===== src/hw/rtl/dlq_pkg.sv =====
// package for the dual linked queue block: widths, payload types, state codes
// no dependencies

package dlq_pkg;

    localparam int NODE_COUNT = 64;
    localparam int PTR_W      = $clog2(NODE_COUNT) + 1;
    localparam int IDX_W      = $clog2(NODE_COUNT);
    localparam int CNT_W      = $clog2(NODE_COUNT + 1);
    localparam int ID_W       = 24;
    localparam int GRADE_W    = 10;

    localparam logic [PTR_W-1:0] NIL = PTR_W'(NODE_COUNT);

    typedef enum logic [1:0] {
        K_INSERT = 2'd0,
        K_REMOVE = 2'd1,
        K_PEEK   = 2'd2,
        K_SPLIT  = 2'd3
    } t_kind;

    typedef struct packed {
        logic [1:0]         kind;
        logic               queue_sel;
        logic [ID_W-1:0]    student_id;
        logic [GRADE_W-1:0] grade_one;
        logic [GRADE_W-1:0] grade_two;
        logic [GRADE_W-1:0] grade_three;
    } t_in;

    typedef struct packed {
        logic               ok;
        logic               head_valid;
        logic [ID_W-1:0]    head_id;
        logic [GRADE_W-1:0] head_grade_one;
        logic [GRADE_W-1:0] head_grade_two;
        logic [GRADE_W-1:0] head_grade_three;
        logic [6:0]         count_zero;
        logic [6:0]         count_one;
    } t_out;

    typedef enum logic [3:0] {
        S_INIT,
        S_IDLE,
        S_DISPATCH,
        S_REM_RD,
        S_REM_WAIT,
        S_SPL_RD,
        S_SPL_WAIT,
        S_SPL_FREE,
        S_HEAD_RD,
        S_HEAD_WAIT,
        S_OUT
    } t_state;

endpackage


===== src/hw/rtl/dlq_if.sv =====
// valid/ready channel interface carrying one packed payload
// depends on nothing; payload type given by the user

interface dlq_if #(parameter type T = logic);
    logic valid;
    logic ready;
    T     data;
    modport source (output valid, output data, input ready);
    modport sink (input valid, input data, output ready);
endinterface


===== src/hw/rtl/dual_linked_queue_with_split_core.sv =====
// top level: two linked fifo queues sharing a node store, with split
// depends on dlq_pkg and dlq_if

// One item at a time. After reset a link init pass over all NODE_COUNT (64) nodes
// chains them as free; no item is accepted meanwhile. Insert and remove read
// the node at the head of the free list or queue, write its link, chain it onto
// a tail and then read the queue head for the result; peek and a failed insert
// or remove go straight to the head read. Split reads one node at a time through
// the single node-memory read port until the end of the queue or until the
// record at position pos matches. The result stays in an output register until
// taken; a stalled result holds the next item in its last cycle.
module dual_linked_queue_with_split_core
    import dlq_pkg::*;
(
    input  logic i_clk,
    input  logic i_rst_n,
    dlq_if.sink   s_in,
    dlq_if.source m_out
);

    // node memories, one read port with registered data
    logic [ID_W-1:0]      mem_id   [NODE_COUNT];
    logic [3*GRADE_W-1:0] mem_gr   [NODE_COUNT];
    logic [PTR_W-1:0]     mem_link [NODE_COUNT];

    logic [IDX_W-1:0]     rd_addr;
    logic                 rd_en;
    logic [ID_W-1:0]      rd_id;
    logic [3*GRADE_W-1:0] rd_gr;
    logic [PTR_W-1:0]     rd_link;

    logic                 wl_en, wd_en;
    logic [IDX_W-1:0]     wl_addr, wd_addr;
    logic [PTR_W-1:0]     wl_data;

    t_state r_state, n_state;
    t_in    r_item;
    t_out   r_res;
    logic   r_res_v;

    logic [PTR_W-1:0] r_qh [2];
    logic [PTR_W-1:0] r_qt [2];
    logic [CNT_W-1:0] r_qc [2];
    logic [PTR_W-1:0] r_fh, r_ft;
    logic [PTR_W-1:0] r_p;
    logic [CNT_W-1:0] r_pos;
    logic [IDX_W-1:0] r_init;
    logic             r_ok;
    logic [PTR_W-1:0] r_oh, r_ot;

    always_ff @(posedge i_clk) begin
        if (rd_en) begin
            rd_id   <= mem_id[rd_addr];
            rd_gr   <= mem_gr[rd_addr];
            rd_link <= mem_link[rd_addr];
        end
        if (wl_en) mem_link[wl_addr] <= wl_data;
        if (wd_en) begin
            mem_id[wd_addr] <= r_item.student_id;
            mem_gr[wd_addr] <= {r_item.grade_one, r_item.grade_two, r_item.grade_three};
        end
    end

    logic q, d;
    assign q = r_item.queue_sel;
    assign d = ~q;

    assign s_in.ready = (r_state == S_IDLE);
    assign m_out.valid = r_res_v;
    assign m_out.data  = r_res;

    // next state and memory control
    always_comb begin
        n_state = r_state;
        rd_en   = 1'b0;
        rd_addr = '0;
        wl_en   = 1'b0;
        wl_addr = '0;
        wl_data = NIL;
        wd_en   = 1'b0;
        wd_addr = r_fh[IDX_W-1:0];
        unique case (r_state)
            S_INIT: begin
                wl_en   = 1'b1;
                wl_addr = r_init;
                wl_data = PTR_W'(r_init) + PTR_W'(1);
                if (r_init == IDX_W'(NODE_COUNT - 1)) n_state = S_IDLE;
            end
            S_IDLE: if (s_in.valid) n_state = S_DISPATCH;
            S_DISPATCH: begin
                case (r_item.kind)
                    K_INSERT: begin
                        if (r_fh != NIL) begin
                            rd_en   = 1'b1;
                            rd_addr = r_fh[IDX_W-1:0];
                            n_state = S_REM_WAIT;
                        end else n_state = S_HEAD_RD;
                    end
                    K_REMOVE: begin
                        if (r_qh[q] != NIL) begin
                            rd_en   = 1'b1;
                            rd_addr = r_qh[q][IDX_W-1:0];
                            n_state = S_REM_WAIT;
                        end else n_state = S_HEAD_RD;
                    end
                    K_PEEK: n_state = S_HEAD_RD;
                    default: n_state = S_SPL_RD;
                endcase
            end
            S_REM_WAIT: n_state = S_REM_RD;
            S_REM_RD: begin
                if (r_item.kind == K_INSERT) begin
                    wd_en   = 1'b1;
                    wl_en   = 1'b1;
                    wl_addr = r_fh[IDX_W-1:0];
                    wl_data = NIL;
                end else begin
                    wl_en   = 1'b1;
                    wl_addr = r_qh[q][IDX_W-1:0];
                    wl_data = NIL;
                end
                n_state = S_SPL_FREE;
            end
            S_SPL_RD: begin
                if (r_p != NIL && r_pos < r_qc[q]) begin
                    rd_en   = 1'b1;
                    rd_addr = r_p[IDX_W-1:0];
                    n_state = S_SPL_WAIT;
                end else n_state = S_HEAD_RD;
            end
            S_SPL_WAIT: begin
                if (rd_id == r_item.student_id && rd_link != NIL) begin
                    wl_en   = 1'b1;
                    wl_addr = r_p[IDX_W-1:0];
                    wl_data = NIL;
                    n_state = S_SPL_FREE;
                end else n_state = S_SPL_RD;
            end
            S_SPL_FREE: begin
                // second link write: chain onto a tail
                n_state = S_HEAD_RD;
                if (r_item.kind == K_INSERT) begin
                    if (r_qh[q] != NIL) begin
                        wl_en = 1'b1;
                        wl_addr = r_qt[q][IDX_W-1:0];
                        wl_data = r_p;
                    end
                end else if (r_item.kind == K_REMOVE) begin
                    if (r_fh != NIL) begin
                        wl_en = 1'b1;
                        wl_addr = r_ft[IDX_W-1:0];
                        wl_data = r_p;
                    end
                end else if (r_oh != NIL && r_fh != NIL) begin
                    wl_en = 1'b1;
                    wl_addr = r_ft[IDX_W-1:0];
                    wl_data = r_oh;
                end
            end
            S_HEAD_RD: begin
                rd_en   = 1'b1;
                rd_addr = r_qh[q][IDX_W-1:0];
                n_state = S_HEAD_WAIT;
            end
            S_HEAD_WAIT: n_state = S_OUT;
            S_OUT: if (!r_res_v || m_out.ready) n_state = S_IDLE;
            default: n_state = S_IDLE;
        endcase
    end

    // state, queue registers and result
    always_ff @(posedge i_clk) begin
        if (!i_rst_n) begin
            r_state <= S_INIT;
            r_init  <= '0;
            r_res_v <= 1'b0;
            for (int i = 0; i < 2; i++) begin
                r_qh[i] <= NIL;
                r_qt[i] <= NIL;
                r_qc[i] <= '0;
            end
            r_fh <= '0;
            r_ft <= PTR_W'(NODE_COUNT - 1);
        end else begin
            r_state <= n_state;
            if (r_res_v && m_out.ready && r_state != S_OUT) r_res_v <= 1'b0;
            unique case (r_state)
                S_INIT: r_init <= r_init + IDX_W'(1);
                S_IDLE: if (s_in.valid) r_item <= s_in.data;
                S_DISPATCH: begin
                    r_ok  <= (r_item.kind == K_PEEK) && (r_qh[q] != NIL);
                    r_p   <= r_qh[q];
                    r_pos <= '0;
                end
                S_REM_RD: begin
                    r_ok <= 1'b1;
                    if (r_item.kind == K_INSERT) begin
                        r_p  <= r_fh;
                        r_fh <= rd_link;
                        if (rd_link == NIL) r_ft <= NIL;
                    end else begin
                        r_p     <= r_qh[q];
                        r_qh[q] <= rd_link;
                        if (rd_link == NIL) r_qt[q] <= NIL;
                        if (r_qc[q] != '0) r_qc[q] <= r_qc[q] - CNT_W'(1);
                    end
                end
                S_SPL_WAIT: begin
                    if (rd_id == r_item.student_id && rd_link != NIL) begin
                        r_ok    <= 1'b1;
                        r_qh[d] <= rd_link;
                        r_qt[d] <= r_qt[q];
                        r_qc[d] <= r_qc[q] - (r_pos + CNT_W'(1));
                        r_qt[q] <= r_p;
                        r_qc[q] <= r_pos + CNT_W'(1);
                    end else begin
                        r_p   <= rd_link;
                        r_pos <= r_pos + CNT_W'(1);
                    end
                end
                S_SPL_FREE: begin
                    if (r_item.kind == K_INSERT) begin
                        if (r_qh[q] == NIL) r_qh[q] <= r_p;
                        r_qt[q] <= r_p;
                        r_qc[q] <= r_qc[q] + CNT_W'(1);
                    end else if (r_item.kind == K_REMOVE) begin
                        if (r_fh == NIL) r_fh <= r_p;
                        r_ft <= r_p;
                    end else if (r_qh[d] != NIL) begin
                        // old chain of the receiving queue, captured before update
                    end
                end
                S_OUT: begin
                    if (!r_res_v || m_out.ready) begin
                        r_res_v <= 1'b1;
                        r_res.ok <= r_ok;
                        r_res.head_valid <= (r_qh[q] != NIL);
                        r_res.head_id <= (r_qh[q] != NIL) ? rd_id : '0;
                        r_res.head_grade_one <= (r_qh[q] != NIL) ?
                            rd_gr[3*GRADE_W-1:2*GRADE_W] : '0;
                        r_res.head_grade_two <= (r_qh[q] != NIL) ?
                            rd_gr[2*GRADE_W-1:GRADE_W] : '0;
                        r_res.head_grade_three <= (r_qh[q] != NIL) ?
                            rd_gr[GRADE_W-1:0] : '0;
                        r_res.count_zero <= 7'(r_qc[0]);
                        r_res.count_one  <= 7'(r_qc[1]);
                    end
                end
                default: ;
            endcase
            // split: capture the receiving queue's old chain at match time, free it in S_SPL_FREE
            if (r_state == S_SPL_WAIT && rd_id == r_item.student_id
                    && rd_link != NIL) begin
                r_oh <= r_qh[d];
                r_ot <= r_qt[d];
            end
            if (r_state == S_SPL_FREE && r_item.kind == K_SPLIT && r_oh != NIL) begin
                if (r_fh == NIL) r_fh <= r_oh;
                r_ft <= r_ot;
            end
        end
    end

endmodule


===== src/flat_wrapper.sv =====
// flat-port wrapper written by rule: the top's interface ports become plain ports
module dual_linked_queue_with_split_core_flat import dlq_pkg::*;
  (i_clk, i_rst_n, s_in_valid, s_in_data, s_in_ready, m_out_valid, m_out_data, m_out_ready);
  dlq_if s_in_i ();
  dlq_if m_out_i ();
  input  logic i_clk;
  input  logic i_rst_n;
  input wire logic [$bits(s_in_i.valid)-1:0] s_in_valid;
  input wire logic [$bits(s_in_i.data)-1:0] s_in_data;
  output wire logic [$bits(s_in_i.ready)-1:0] s_in_ready;
  output wire logic [$bits(m_out_i.valid)-1:0] m_out_valid;
  output wire logic [$bits(m_out_i.data)-1:0] m_out_data;
  input wire logic [$bits(m_out_i.ready)-1:0] m_out_ready;
  assign s_in_i.valid = s_in_valid;
  assign s_in_i.data = s_in_data;
  assign s_in_ready = s_in_i.ready;
  assign m_out_valid = m_out_i.valid;
  assign m_out_data = m_out_i.data;
  assign m_out_i.ready = m_out_ready;
  dual_linked_queue_with_split_core u_core (.i_clk(i_clk), .i_rst_n(i_rst_n), .s_in(s_in_i), .m_out(m_out_i));
endmodule

===== config.mk =====
export PLATFORM = sky130hd
export DESIGN_NAME = dual_linked_queue_with_split_core_flat
export DESIGN_NICKNAME = d
export VERILOG_FILES = /design/src/hw/rtl/dlq_pkg.sv /design/src/hw/rtl/dlq_if.sv /design/src/hw/rtl/dual_linked_queue_with_split_core.sv /design/src/flat_wrapper.sv
export SDC_FILE = /design/constraint.sdc
export NUM_CORES = 1
export LEC_CHECK = 0
export ABC_AREA = 1
export BUFFER_PORTS_ARGS = -buffer_cell sky130_fd_sc_hd__buf_4
export CAP_MARGIN = 25
export CORE_ASPECT_RATIO = 1.4
export CORE_MARGIN = 2
export CORE_UTILIZATION = 45
export DETAILED_ROUTE_END_ITERATION = 6
export GPL_TIMING_DRIVEN = 0
export PLACE_DENSITY = 0.63
export RECOVER_POWER = 25
export SYNTH_ARGS = -nofsm -noshare
export SYNTH_HDL_FRONTEND = slang
export SYNTH_SLANG_ARGS = --single-unit
export TNS_END_PERCENT = 1

===== constraint.sdc =====
create_clock -name i_clk -period 4.5 [get_ports i_clk]
set_input_delay 0.9 -clock i_clk [delete_from_list [all_inputs] [get_ports i_clk]]
set_output_delay 0.9 -clock i_clk [all_outputs]
set_load 0.02 [all_outputs]

==> key figures, run 1 <==
Placed design
  – Placed cells: a little under 3000
  – PortBufs: 6
  – Area after DPL: approximately 0.025 mm^2
  – DP HPWL: slightly above 50000 um
  – Placer Congestion: between 0.9 and 1
  – Pre-CTS worst setup slack: 0.6002 ns

Floorplanning
  – Row cnt: 98
  – Die area: around 0.054 mm^2
  – Initial Utilization: 0.4561
  – Core area: roughly 0.051 mm^2
  – Io pins: 8
  – Die X: 196.4 um
  – Die span in y: 273.3 um

Finish
  – Register area: roughly 0.015 mm^2
  – Final Cell Area: between 0.02 and 0.03 mm^2
  – # nets final: 2341
  – Multi-input logic area: roughly 0.0062 mm^2
  – Layout cells sized above 1: 0.07735
  – Area grow syn2layout: 11.98%
  – Post-Layout Cell Count: between 3000 and 4000
  – Fillers: 4567
  – N_diodes: 0

Critical path
  – Delay-heaviest family, CP: simple AND/OR/NAND/NOR gates
  – Worst path max stage delay: 0.95 ns
  – Crit. End Element: flop
  – Sequence of cells on the critical path: inv_1 -> nor2_1 -> inv_2 -> nor2_1 -> inv_1 -> nor2_1 -> inv_2 -> nor2_1 -> nor3_2 -> inv_2 -> nand3_1 -> nor2_1
  – WP data arrival: ~4.2 ns
  – CP most frequent cell: nor2_1
  – Max FO, Critical Path: 9
  – Worst path required time: 4.70 ns
  – Crit-path slowest cell: nor2_1
  – CP bufs+invs: 5
  – Crit path launch type: flop
  – Flop2flop setup slack: between 0.5 and 0.6 ns
  – WS Path Type: reg2reg

GRT
  – Total grt overflow: 0
  – Largest net degree at the start of global routing: 38
  – Global-route wire length before repair: about 100000 um
  – Initial antenna violation count: 0
  – Overall global routing resource usage: 0.2665
  – Vias in the first global route: between 15000 and 20000

Synthesis
  – Largest cells by area after synthesis: edfxtp_1, nand3_1, inv_1
  – Sequential fraction of the synthesis area: 0.6477
  – Top-area cell type share of the netlist area: 0.6323
  – Synth Flop Type: edfxtp_1
  – Seq cells post-synth: approximately 500
  – Ys Warns: 0
  – Netlist cell types: 38
  – Post-synth EDFFs: just under 500
  – Avg Inst Size Synth: 10.35 um^2
  – Synthesized Nets: 2269
  – Post-Synthesis Cells: ~2300
  – Cell taking the most area after synthesis: edfxtp_1
  – Async S/R FF share, synth: 0
  – Compound-gate portion of the synthesized area: 0.01663
  – Fraction of synthesized area in multiplexers: 0
  – Synthesized area: approximately 0.023 mm^2
  – Synth Area in Adders: 0.005366
  – Post-Synth XOR/XNOR Area: 0.002254
  – Synth Area in Simple Gates: 0.2401
  – Main combinational cell family by area after synthesis: simple AND/OR/NAND/NOR gates

STA
  – Pins over their slew limit: 44
  – Final worst slack: around 0.55 ns
  – Unrepaired setup endpoints after global routing: false
  – Max Freq: 253.0 MHz
  – Worst clock skew: roughly 0.019 ns
  – Minimum clock period: approximately 4.0 ns
  – Final-report hold violation count: 0
  – Final period util: 0.8784
  – Slew margin rel.: -0.3800
  – Worst Tran Pin Value: between 2 and 2.5 ns
  – Final setup vio count: 0

CTS
  – CTS Buffer Depth: 3
  – Resize count post-CTS: 0
  – Clock Latency Late Sink: 0.59 ns
  – CTS tree: built
  – Clk sink count: 509
  – Root Driver: clkbuf_16
  – H-tree depth: 2
  – Post-CTS Setup Bufs: 0
  – Hold buffer count at CTS: 0
  – Clock Pin Slew Worst Setup and Hold Paths: around 0.060 ns
  – Number of buffers created by CTS: 50

Route
  – Final WL: between 70000 and 80000 um
  – First drt pass iteration count: 5
  – Detailed Route Iter0 Violations: ~1600
  – Via count: ~17000
  – Remaining DRCs: 0
  – Routed len/inst: about 23 um
  – Vias per cell: between 5 and 6
  – DRT antenna net count: 0

Power and ir drop
  – Max VDD drop: between 0.2 and 0.25 mV
  – Leakage: around 10 nW
  – Pwr/cell area: roughly 380 mW/mm^2
  – Power, Total: around 9.8 mW

Status
  – Status: finished with violations
  – Failing checks: capacitance limit, slew limit

Job
  – Max_cap viols: 3

Min path
  – Worst hold path class: reg2reg
==> cells in the mapped netlist (all sizes together), types with 8 or more instances <==
master	instances
buf	94
nor3	9
nand3b	147
nand4	8
dfxtp	18
clkbuf	23
ha	10
o21ai	27
a21oi	19
nand2	361
nand3	490
edfxtp	491
inv	389
nor2	136
==> registers in the layout, summed over array words and instances, names as in the netlist <==
signal and flops:
u_core.mem_link 448, u_core.r_qc 8, u_core.r_fh 7, u_core.r_p 7, u_core.r_pos 7, u_core.r_qh 7
u_core.rd_link 7, u_core.r_init 6, u_core.r_qt 6, u_core.r_state 4, u_core.m_out.data 1, u_core.m_out.valid 1
==> metal layers <==
layer  vias to the layer above  GRT usage  wire [um]
met5                         -          0          0
met3                       197    0.02797       4161
met4                         0     0.1457       4146
met2                       684     0.4854      36540
met1                      8212     0.3069      25750
li1                       7768          -          -
==> cells by family after synthesis <==
group,after synthesis
AO/OA/AOI/OAI,66
adder cells (fa/ha/maj),10
XOR/XNOR,6
AND/OR/NAND/NOR,1157
flip-flops,509
buffers and inverters,506
==> layout by cell type (no fill, tap or decap), drive strengths merged <==
master	Yosys	final
edfxtp	491	491
nand3	490	490
inv	389	390
nand2	361	361
nand3b	147	147
nor2	136	136
buf	94	107
clkbuf	23	95
o21ai	27	27
a21oi	19	19
dfxtp	18	18
clkinv	0	17
ha	10	10
nor3	9	9
nand4	8	8
bufinv	0	7
o221ai	5	5
o22ai	5	5
nor4	4	4
o32ai	4	4
xor2	4	4
o211ai	2	2
xnor2	2	2
clkinvlp	0	2
or2	2	2
o41ai	1	1
a31oi	1	1
o2111ai	1	1
a311oi	1	1
==> through the flow <==
| stage | setup TNS (ns) | hold slack (ns) | utilization |
|---|---|---|---|
| after floorplan | 0 | 0.4003 | - |
| after global placement | -1809.08 | 0.4107 | 0.4728 |
| after detailed placement | 0 | 0.4137 | 0.4803 |
| after CTS | 0 | 0.4250 | 0.5128 |
| after global routing | 0 | 0.4354 | 0.5107 |
| final | 0 | 0.4306 | 0.5107 |
==> power by group <==
group	leakage [nW]	total (mW)	switching [mW]	internal [mW]
Combinational	4.84	0.259	0.200	0.0593
Sequential	4.66	5.24	0.0105	5.23
Clock	0.805	4.30	1.78	2.52
Total	10.3	9.80	1.99	7.81
==> area by class of cell <==
| type | instances | share of cell area |
|---|---|---|
| multi-input cells | 1239 | 0.2358 |
| repair buffers | 20 | 0.01246 |
| clock inverters | 27 | 0.01164 |
| flip-flops and latches | 509 | 0.5784 |
| well taps | 650 | 0.03115 |
| clock buffers | 65 | 0.05204 |
| inverters | 389 | 0.05592 |
| plain buffers | 117 | 0.02252 |
==> worst paths after layout <==
check / cells past startpoint / endpoint / startpoint
max: 12 / u_core.mem_link[57][1] / u_core.r_state[1]
min: 0 / u_core.m_out.data / u_core.r_qc[1][0]
max reg2reg: 12 / u_core.mem_link[57][1] / u_core.r_state[1]
min reg2reg: 0 / u_core.m_out.data / u_core.r_qc[1][0]
Note: power is estimated with default switching activity, not from simulation.
==> run 2: changes to the inputs <==
--- a/config.mk
+++ b/config.mk
@@ -14,7 +14,6 @@
 export DETAILED_ROUTE_END_ITERATION = 6
 export GPL_TIMING_DRIVEN = 0
 export PLACE_DENSITY = 0.63
-export RECOVER_POWER = 25
 export SYNTH_ARGS = -nofsm -noshare
 export SYNTH_HDL_FRONTEND = slang
 export SYNTH_SLANG_ARGS = --single-unit
==> key figures, run 2 (synthesis results as in run 1) <==
STA
  – Final setup vio count: 0 (unchanged)
  – Final-report hold violation count: 0 (unchanged)
  – Worst clock skew: 0.01918 ns (was 0.01948 ns)
  – Unrepaired setup endpoints after global routing: false (unchanged)
  – Max Freq: 257.2 MHz (was 253.0 MHz)
  – Slew margin rel.: 0.2840 (was -0.3800)
  – Minimum clock period: 3.888 ns (was 3.953 ns)
  – Hold_ws: 0.4226 ns (was 0.4306 ns)
  – Worst Tran Pin Value: 1.070 ns (was 2.056 ns)
  – Final period util: 0.8640 (was 0.8784)
  – Pins over their slew limit: 0 (was 44)
  – Setup TNS: 0 ns (unchanged)

GRT
  – Initial antenna violation count: 0 (unchanged)
  – Total grt overflow: 0 (unchanged)
  – Global-route wire length before repair: 103900 um (unchanged)
  – Overall global routing resource usage: 0.2665 (unchanged)
  – Vias in the first global route: 16450 (unchanged)
  – Largest net degree at the start of global routing: 38 (unchanged)

CTS
  – Root Driver: clkbuf_16 (unchanged)
  – Clk sink count: 509 (unchanged)
  – Hold buffer count at CTS: 0 (unchanged)
  – Clock Latency Late Sink: 0.59 ns (about the same)
  – Post-CTS Setup Bufs: 0 (unchanged)
  – H-tree depth: 2 (unchanged)
  – CTS tree: built (unchanged)
  – CTS Buffer Depth: 3 (unchanged)
  – Resize count post-CTS: 0 (unchanged)
  – Clock Pin Slew Worst Setup and Hold Paths: 0.06 ns (about the same)
  – Number of buffers created by CTS: 50 (unchanged)

Critical path
  – WP data arrival: 4.09 ns (was 4.16 ns)
  – Max FO, Critical Path: 9 (unchanged)
  – Worst path required time: 4.70 ns (about the same)
  – Crit Reg-Reg Endpoint: u_core.mem_link[5][5] (was u_core.mem_link[57][1])
  – WS Path Type: reg2reg (unchanged)
  – Worst Setup SP: u_core.rd_link[1] (was u_core.r_state[1])
  – Worst R2R Start: u_core.rd_link[1] (was u_core.r_state[1])
  – Flop2flop setup slack: 0.61 ns (was 0.55 ns)
  – Crit. End Element: flop (unchanged)
  – Crit path launch type: flop (unchanged)
  – R2R depth: 9 (was 12)

Finish
  – Layout cells sized above 1: 0.08538 (was 0.07735)
  – Most flops, register: u_core.mem_link (unchanged)
  – N_diodes: 0 (unchanged)
  – Most common cell after layout, fill and taps aside: edfxtp_1 (unchanged)
  – Area grow syn2layout: 12.44% (was 11.98%)
  – Most frequent cells in the layout: edfxtp_1, nand3_1, inv_1 (unchanged)
  – # nets final: 2341 (unchanged)
  – Regs by FF count: u_core.mem_link: 448 flops, u_core.r_qc: 8 flops (unchanged)
  – Post-Layout Cell Count: 3016 (unchanged)
  – Max FFs per register: 448 (unchanged)

Power and ir drop
  – Leakage: 10.35 nW (was 10.31 nW)
  – Flop pwr share: 0.534 (was 0.535)
  – Clock power frac: 0.439 (about the same)
  – Power, Total: 9.809 mW (was 9.797 mW)
  – Sw Ratio: 0.2033 (was 0.2030)
  – Max VDD drop: 0.2455 mV (was 0.2464 mV)
  – Sw power: 1.995 mW (was 1.989 mW)
  – Pwr/cell area: 374.1 mW/mm^2 (was 375.2 mW/mm^2)
  – Comb pwr share: 0.027 (was 0.026)
  – Cell-internal power: 7.815 mW (was 7.809 mW)

Floorplanning
  – Initial Utilization: 0.4561 (unchanged)
  – Die X: 196.4 um (unchanged)
  – Core area: 0.05113 mm^2 (unchanged)
  – Row cnt: 98 (unchanged)
  – Io pins: 8 (unchanged)
  – Die area: 0.05368 mm^2 (unchanged)
  – Die span in y: 273.3 um (unchanged)

Min path
  – Worst hold path class: reg2reg (unchanged)
  – Endpoint of the worst hold path: u_core.m_out.data (unchanged)
  – Hold Crit Depth: 0 (unchanged)
  – Hold_sp: u_core.r_qc[1][0] (unchanged)

Placed design
  – Placed cells: 2924 (unchanged)
  – PortBufs: 6 (unchanged)
  – DP HPWL: 50920 um (unchanged)
  – Placer Congestion: 0.9233 (unchanged)

Status
  – Status: completed (was finished with violations)

Route
  – Detailed Route Iter0 Violations: 1579 (was 1627)
  – Via count: 16890 (was 16860)
  – DRT antenna net count: 0 (unchanged)
  – First drt pass iteration count: 6 (was 5)
  – Vias per cell: 5.600 (was 5.591)
  – Remaining DRCs: 0 (unchanged)
  – Final WL: 70620 um (was 70590 um)
  – Routed len/inst: 23.42 um (was 23.41 um)

Job
  – Max_cap viols: 0 (was 3)
[run 2: cell count changes in the layout (fill, tap and decap cells not counted), moves of 3 or more]
cell      before  now
clkbuf_1      40   34
o21ai_1        8    3
o21ai_4        0    5
buf_4         19   23
inv_1        378  374
inv_2         11   15
nor2_1       134  130
nor2_2         1    4
[run 2: how the worst max path moves through the flow]
stage	end	slack, ns
4_1_cts	u_core.mem_link[48][4]	0.58
3_5_place_dp	u_core.mem_link[48][4]	0.60
2_1_floorplan	u_core.mem_link[0][1]	0.06
5_1_grt	u_core.mem_link[48][4]	0.42
6_report	u_core.mem_link[5][5]	0.61
3_3_place_gp	u_core.mem_link[9][1]	-5.76
[run 2: power by group through the flow]
stage	Sequential, mW	Combinational (mW)	Clock [mW]
after floorplan	5.35	0.112	0
after global placement	5.37	0.224	0
after detailed placement	5.34	0.269	0
after CTS	5.24	0.269	4.35
after global routing	5.24	0.286	4.52
final	5.24	0.268	4.30
[run 2: worst max-delay path: stages, from the launching register on]
cell and delay, ns:
edfxtp_1 0.36, inv_1 0.13, nand4_1 0.10, nor4_1 0.43, nor2_1 0.22, inv_2 0.21
nor2_1 0.06, nor3_1 0.69, nand2_1 0.49, nor2_1 0.80
[run 2: layout make-up]
type                       instances  area (um^2)
clock buffer                      65         1359
multi-input combinational       1239         6235
tap                              650        813.3
buffer                           117        589.3
sequential                       509        15100
clock inverter                    27        304.0
fill                            4550        24910
timing repair buffer              20        355.3
inverter                         389         1460
[run 2: metal layers]
metal  routed length (um)  vias to the layer above  track usage
met3                 4406                      198      0.02797
met5                    0                        -            0
met2                36620                      721       0.4854
met1                25420                     8207       0.3069
li1                     -                     7765            -
met4                 4177                        0       0.1457
[run 2: stage by stage]
stage          utilization  cell area (um^2)  worst slack, ns
6_report            0.5128             26220           0.6120
4_1_cts             0.5128             26220           0.5797
3_5_place_dp        0.4803             24560           0.6002
3_3_place_gp        0.4728             24180           -5.761
2_1_floorplan            -             23320          0.05770
5_1_grt             0.5128             26220           0.4182
==> run 3: changes to the inputs <==
--- a/config.mk
+++ b/config.mk
@@ -6,12 +6,11 @@
 export NUM_CORES = 1
 export LEC_CHECK = 0
 export ABC_AREA = 1
-export BUFFER_PORTS_ARGS = -buffer_cell sky130_fd_sc_hd__buf_4
 export CAP_MARGIN = 25
 export CORE_ASPECT_RATIO = 1.4
-export CORE_MARGIN = 2
 export CORE_UTILIZATION = 45
 export DETAILED_ROUTE_END_ITERATION = 6
+export DONT_BUFFER_PORTS = 1
 export GPL_TIMING_DRIVEN = 0
 export PLACE_DENSITY = 0.63
 export SYNTH_ARGS = -nofsm -noshare
==> key figures, run 3 (synthesis results as in run 1) <==
Status
  – Status: completed (unchanged)

Critical path
  – WP data arrival: 4.06 ns (was 4.09 ns)
  – Worst path required time: 4.69 ns (was 4.70 ns)
  – Crit path launch type: flop (unchanged)
  – Flop2flop setup slack: 0.62 ns (was 0.61 ns)
  – Max FO, Critical Path: 8 (was 9)
  – R2R depth: 9 (unchanged)
  – Crit Reg-Reg Endpoint: u_core.mem_link[48][1] (was u_core.mem_link[5][5])
  – WS Path Type: reg2reg (unchanged)
  – Crit. End Element: flop (unchanged)
  – Worst R2R Start: u_core.r_qh[0][3] (was u_core.rd_link[1])

Route
  – First drt pass iteration count: 6 (unchanged)
  – Detailed Route Iter0 Violations: 1511 (was 1579)
  – Vias per cell: 5.583 (was 5.600)
  – Via count: 16820 (was 16890)
  – Remaining DRCs: 0 (unchanged)
  – Routed len/inst: 23.62 um (was 23.42 um)
  – DRT antenna net count: 0 (unchanged)
  – Final WL: 71160 um (was 70620 um)

GRT
  – Largest net degree at the start of global routing: 38 (unchanged)
  – Initial antenna violation count: 0 (unchanged)
  – Total grt overflow: 0 (unchanged)
  – Overall global routing resource usage: 0.2713 (was 0.2665)
  – Global-route wire length before repair: 103900 um (about the same)
  – Vias in the first global route: 16420 (was 16450)

STA
  – Max Freq: 257.8 MHz (was 257.2 MHz)
  – Worst Tran Pin Value: 1.141 ns (was 1.070 ns)
  – Final period util: 0.8621 (was 0.8640)
  – Final worst slack: 0.6205 ns (was 0.6120 ns)
  – Minimum clock period: 3.880 ns (was 3.888 ns)
  – Pins over their slew limit: 0 (unchanged)
  – Unrepaired setup endpoints after global routing: false (unchanged)
  – Slew margin rel.: 0.2342 (was 0.2840)
  – Final-report hold violation count: 0 (unchanged)
  – Worst clock skew: 0.01652 ns (was 0.01918 ns)
  – Final setup vio count: 0 (unchanged)
  – Setup TNS: 0 ns (unchanged)

Placed design
  – PortBufs: 0 (was 6)
  – Pre-CTS worst setup slack: 0.7206 ns (was 0.6002 ns)
  – Placed cells: 2920 (was 2924)
  – Placer Congestion: 0.9931 (was 0.9233)
  – DP HPWL: 51320 um (was 50920 um)
  – Area after DPL: 0.02460 mm^2 (was 0.02456 mm^2)

Finish
  – Regs by FF count: u_core.mem_link: 448 flops, u_core.r_qc: 8 flops (unchanged)
  – Most frequent cells in the layout: edfxtp_1, nand3_1, inv_1 (unchanged)
  – # nets final: 2337 (was 2341)
  – Most common cell after layout, fill and taps aside: edfxtp_1 (unchanged)
  – Layout cells sized above 1: 0.08464 (was 0.08538)
  – Max FFs per register: 448 (unchanged)
  – Area grow syn2layout: 12.78% (was 12.44%)
  – N_diodes: 0 (unchanged)
  – Final Cell Area: 0.02630 mm^2 (was 0.02622 mm^2)
  – Post-Layout Cell Count: 3013 (was 3016)
  – Most flops, register: u_core.mem_link (unchanged)

CTS
  – CTS Buffer Depth: 3 (unchanged)
  – Clk sink count: 509 (unchanged)
  – Root Driver: clkbuf_16 (unchanged)
  – Clock Pin Slew Worst Setup and Hold Paths: 0.06 ns (about the same)
  – Resize count post-CTS: 0 (unchanged)
  – H-tree depth: 2 (unchanged)
  – Number of buffers created by CTS: 50 (unchanged)
  – Clock Latency Late Sink: 0.57 ns (was 0.59 ns)
  – Hold buffer count at CTS: 0 (unchanged)
  – CTS tree: built (unchanged)
  – Post-CTS Setup Bufs: 0 (unchanged)

Min path
  – Hold Crit Depth: 0 (unchanged)
  – Endpoint of the worst hold path: u_core.m_out.data (unchanged)
  – Worst hold path class: reg2reg (unchanged)
  – Hold_sp: u_core.r_qc[1][0] (unchanged)

Power and ir drop
  – Power, Total: 9.892 mW (was 9.809 mW)
  – Leakage: 10.38 nW (was 10.35 nW)
  – Max VDD drop: 0.2457 mV (was 0.2455 mV)
  – Pwr/cell area: 376.1 mW/mm^2 (was 374.1 mW/mm^2)

Floorplanning
  – Die span in y: 271.3 um (was 273.3 um)
  – Row cnt: 98 (unchanged)
  – Die X: 194.4 um (was 196.4 um)
  – Io pins: 8 (unchanged)
  – Initial Utilization: 0.4561 (unchanged)
  – Core area: 0.05113 mm^2 (unchanged)
  – Die area: 0.05275 mm^2 (was 0.05368 mm^2)

Job
  – Max_cap viols: 0 (unchanged)
run 3: per-stage QoR:
step,hold slack (ns),util
final,0.4208,0.5143
after global routing,0.4261,0.5143
after floorplan,0.4003,-
after CTS,0.4215,0.5143
after global placement,0.4048,0.4720
after detailed placement,0.4072,0.4811
run 3: metal layers:
layer  routed length, um  GRT usage  vias up
li1                    -          -     7758
met1               25720     0.3110     8096
met2               35990     0.4831      761
met3                4822    0.03404      208
met4                4631     0.1660        0
met5                   0          0        -
run 3: layout make-up:
class | count | area, um^2
fill | 4456 | 24830
sequential | 509 | 15100
multi-input combinational | 1239 | 6242
inverter | 389 | 1460
clock buffer | 68 | 1403
tap | 650 | 813.3
buffer | 117 | 589.3
timing repair buffer | 16 | 387.9
clock inverter | 25 | 299.0
run 3: worst max-delay path, cell delays in order (launching register included):
cell and delay, ns:
edfxtp_1 0.45, inv_1 0.11, nand4_1 0.11, nor4_1 0.28, nor2_1 0.24, nand2_1 0.11, inv_1 0.04, nor3_1 0.69
nand2_1 0.54, nor2_1 0.91
run 3: where the power goes:
| group | switching, mW | total [mW] | leakage [nW] | internal, mW |
|---|---|---|---|---|
| Sequential | 0.0109 | 5.24 | 4.66 | 5.23 |
| Clock | 1.78 | 4.36 | 0.832 | 2.58 |
| Combinational | 0.205 | 0.295 | 4.89 | 0.0896 |
| Total | 1.99 | 9.89 | 10.4 | 7.90 |
run 3: worst max-delay path by stage:
stage                            from                      to  depth (start not counted)
finish              u_core.r_qh[0][3]  u_core.mem_link[48][1]                          9
global route        u_core.rd_link[2]  u_core.mem_link[48][0]                          9
CTS                 u_core.r_qh[0][3]  u_core.mem_link[48][0]                          9
detailed placement  u_core.r_qh[0][3]  u_core.mem_link[48][4]                          9
global placement    u_core.r_state[2]  u_core.mem_link[39][2]                          6
floorplan           u_core.r_state[2]   u_core.mem_link[0][1]                          6
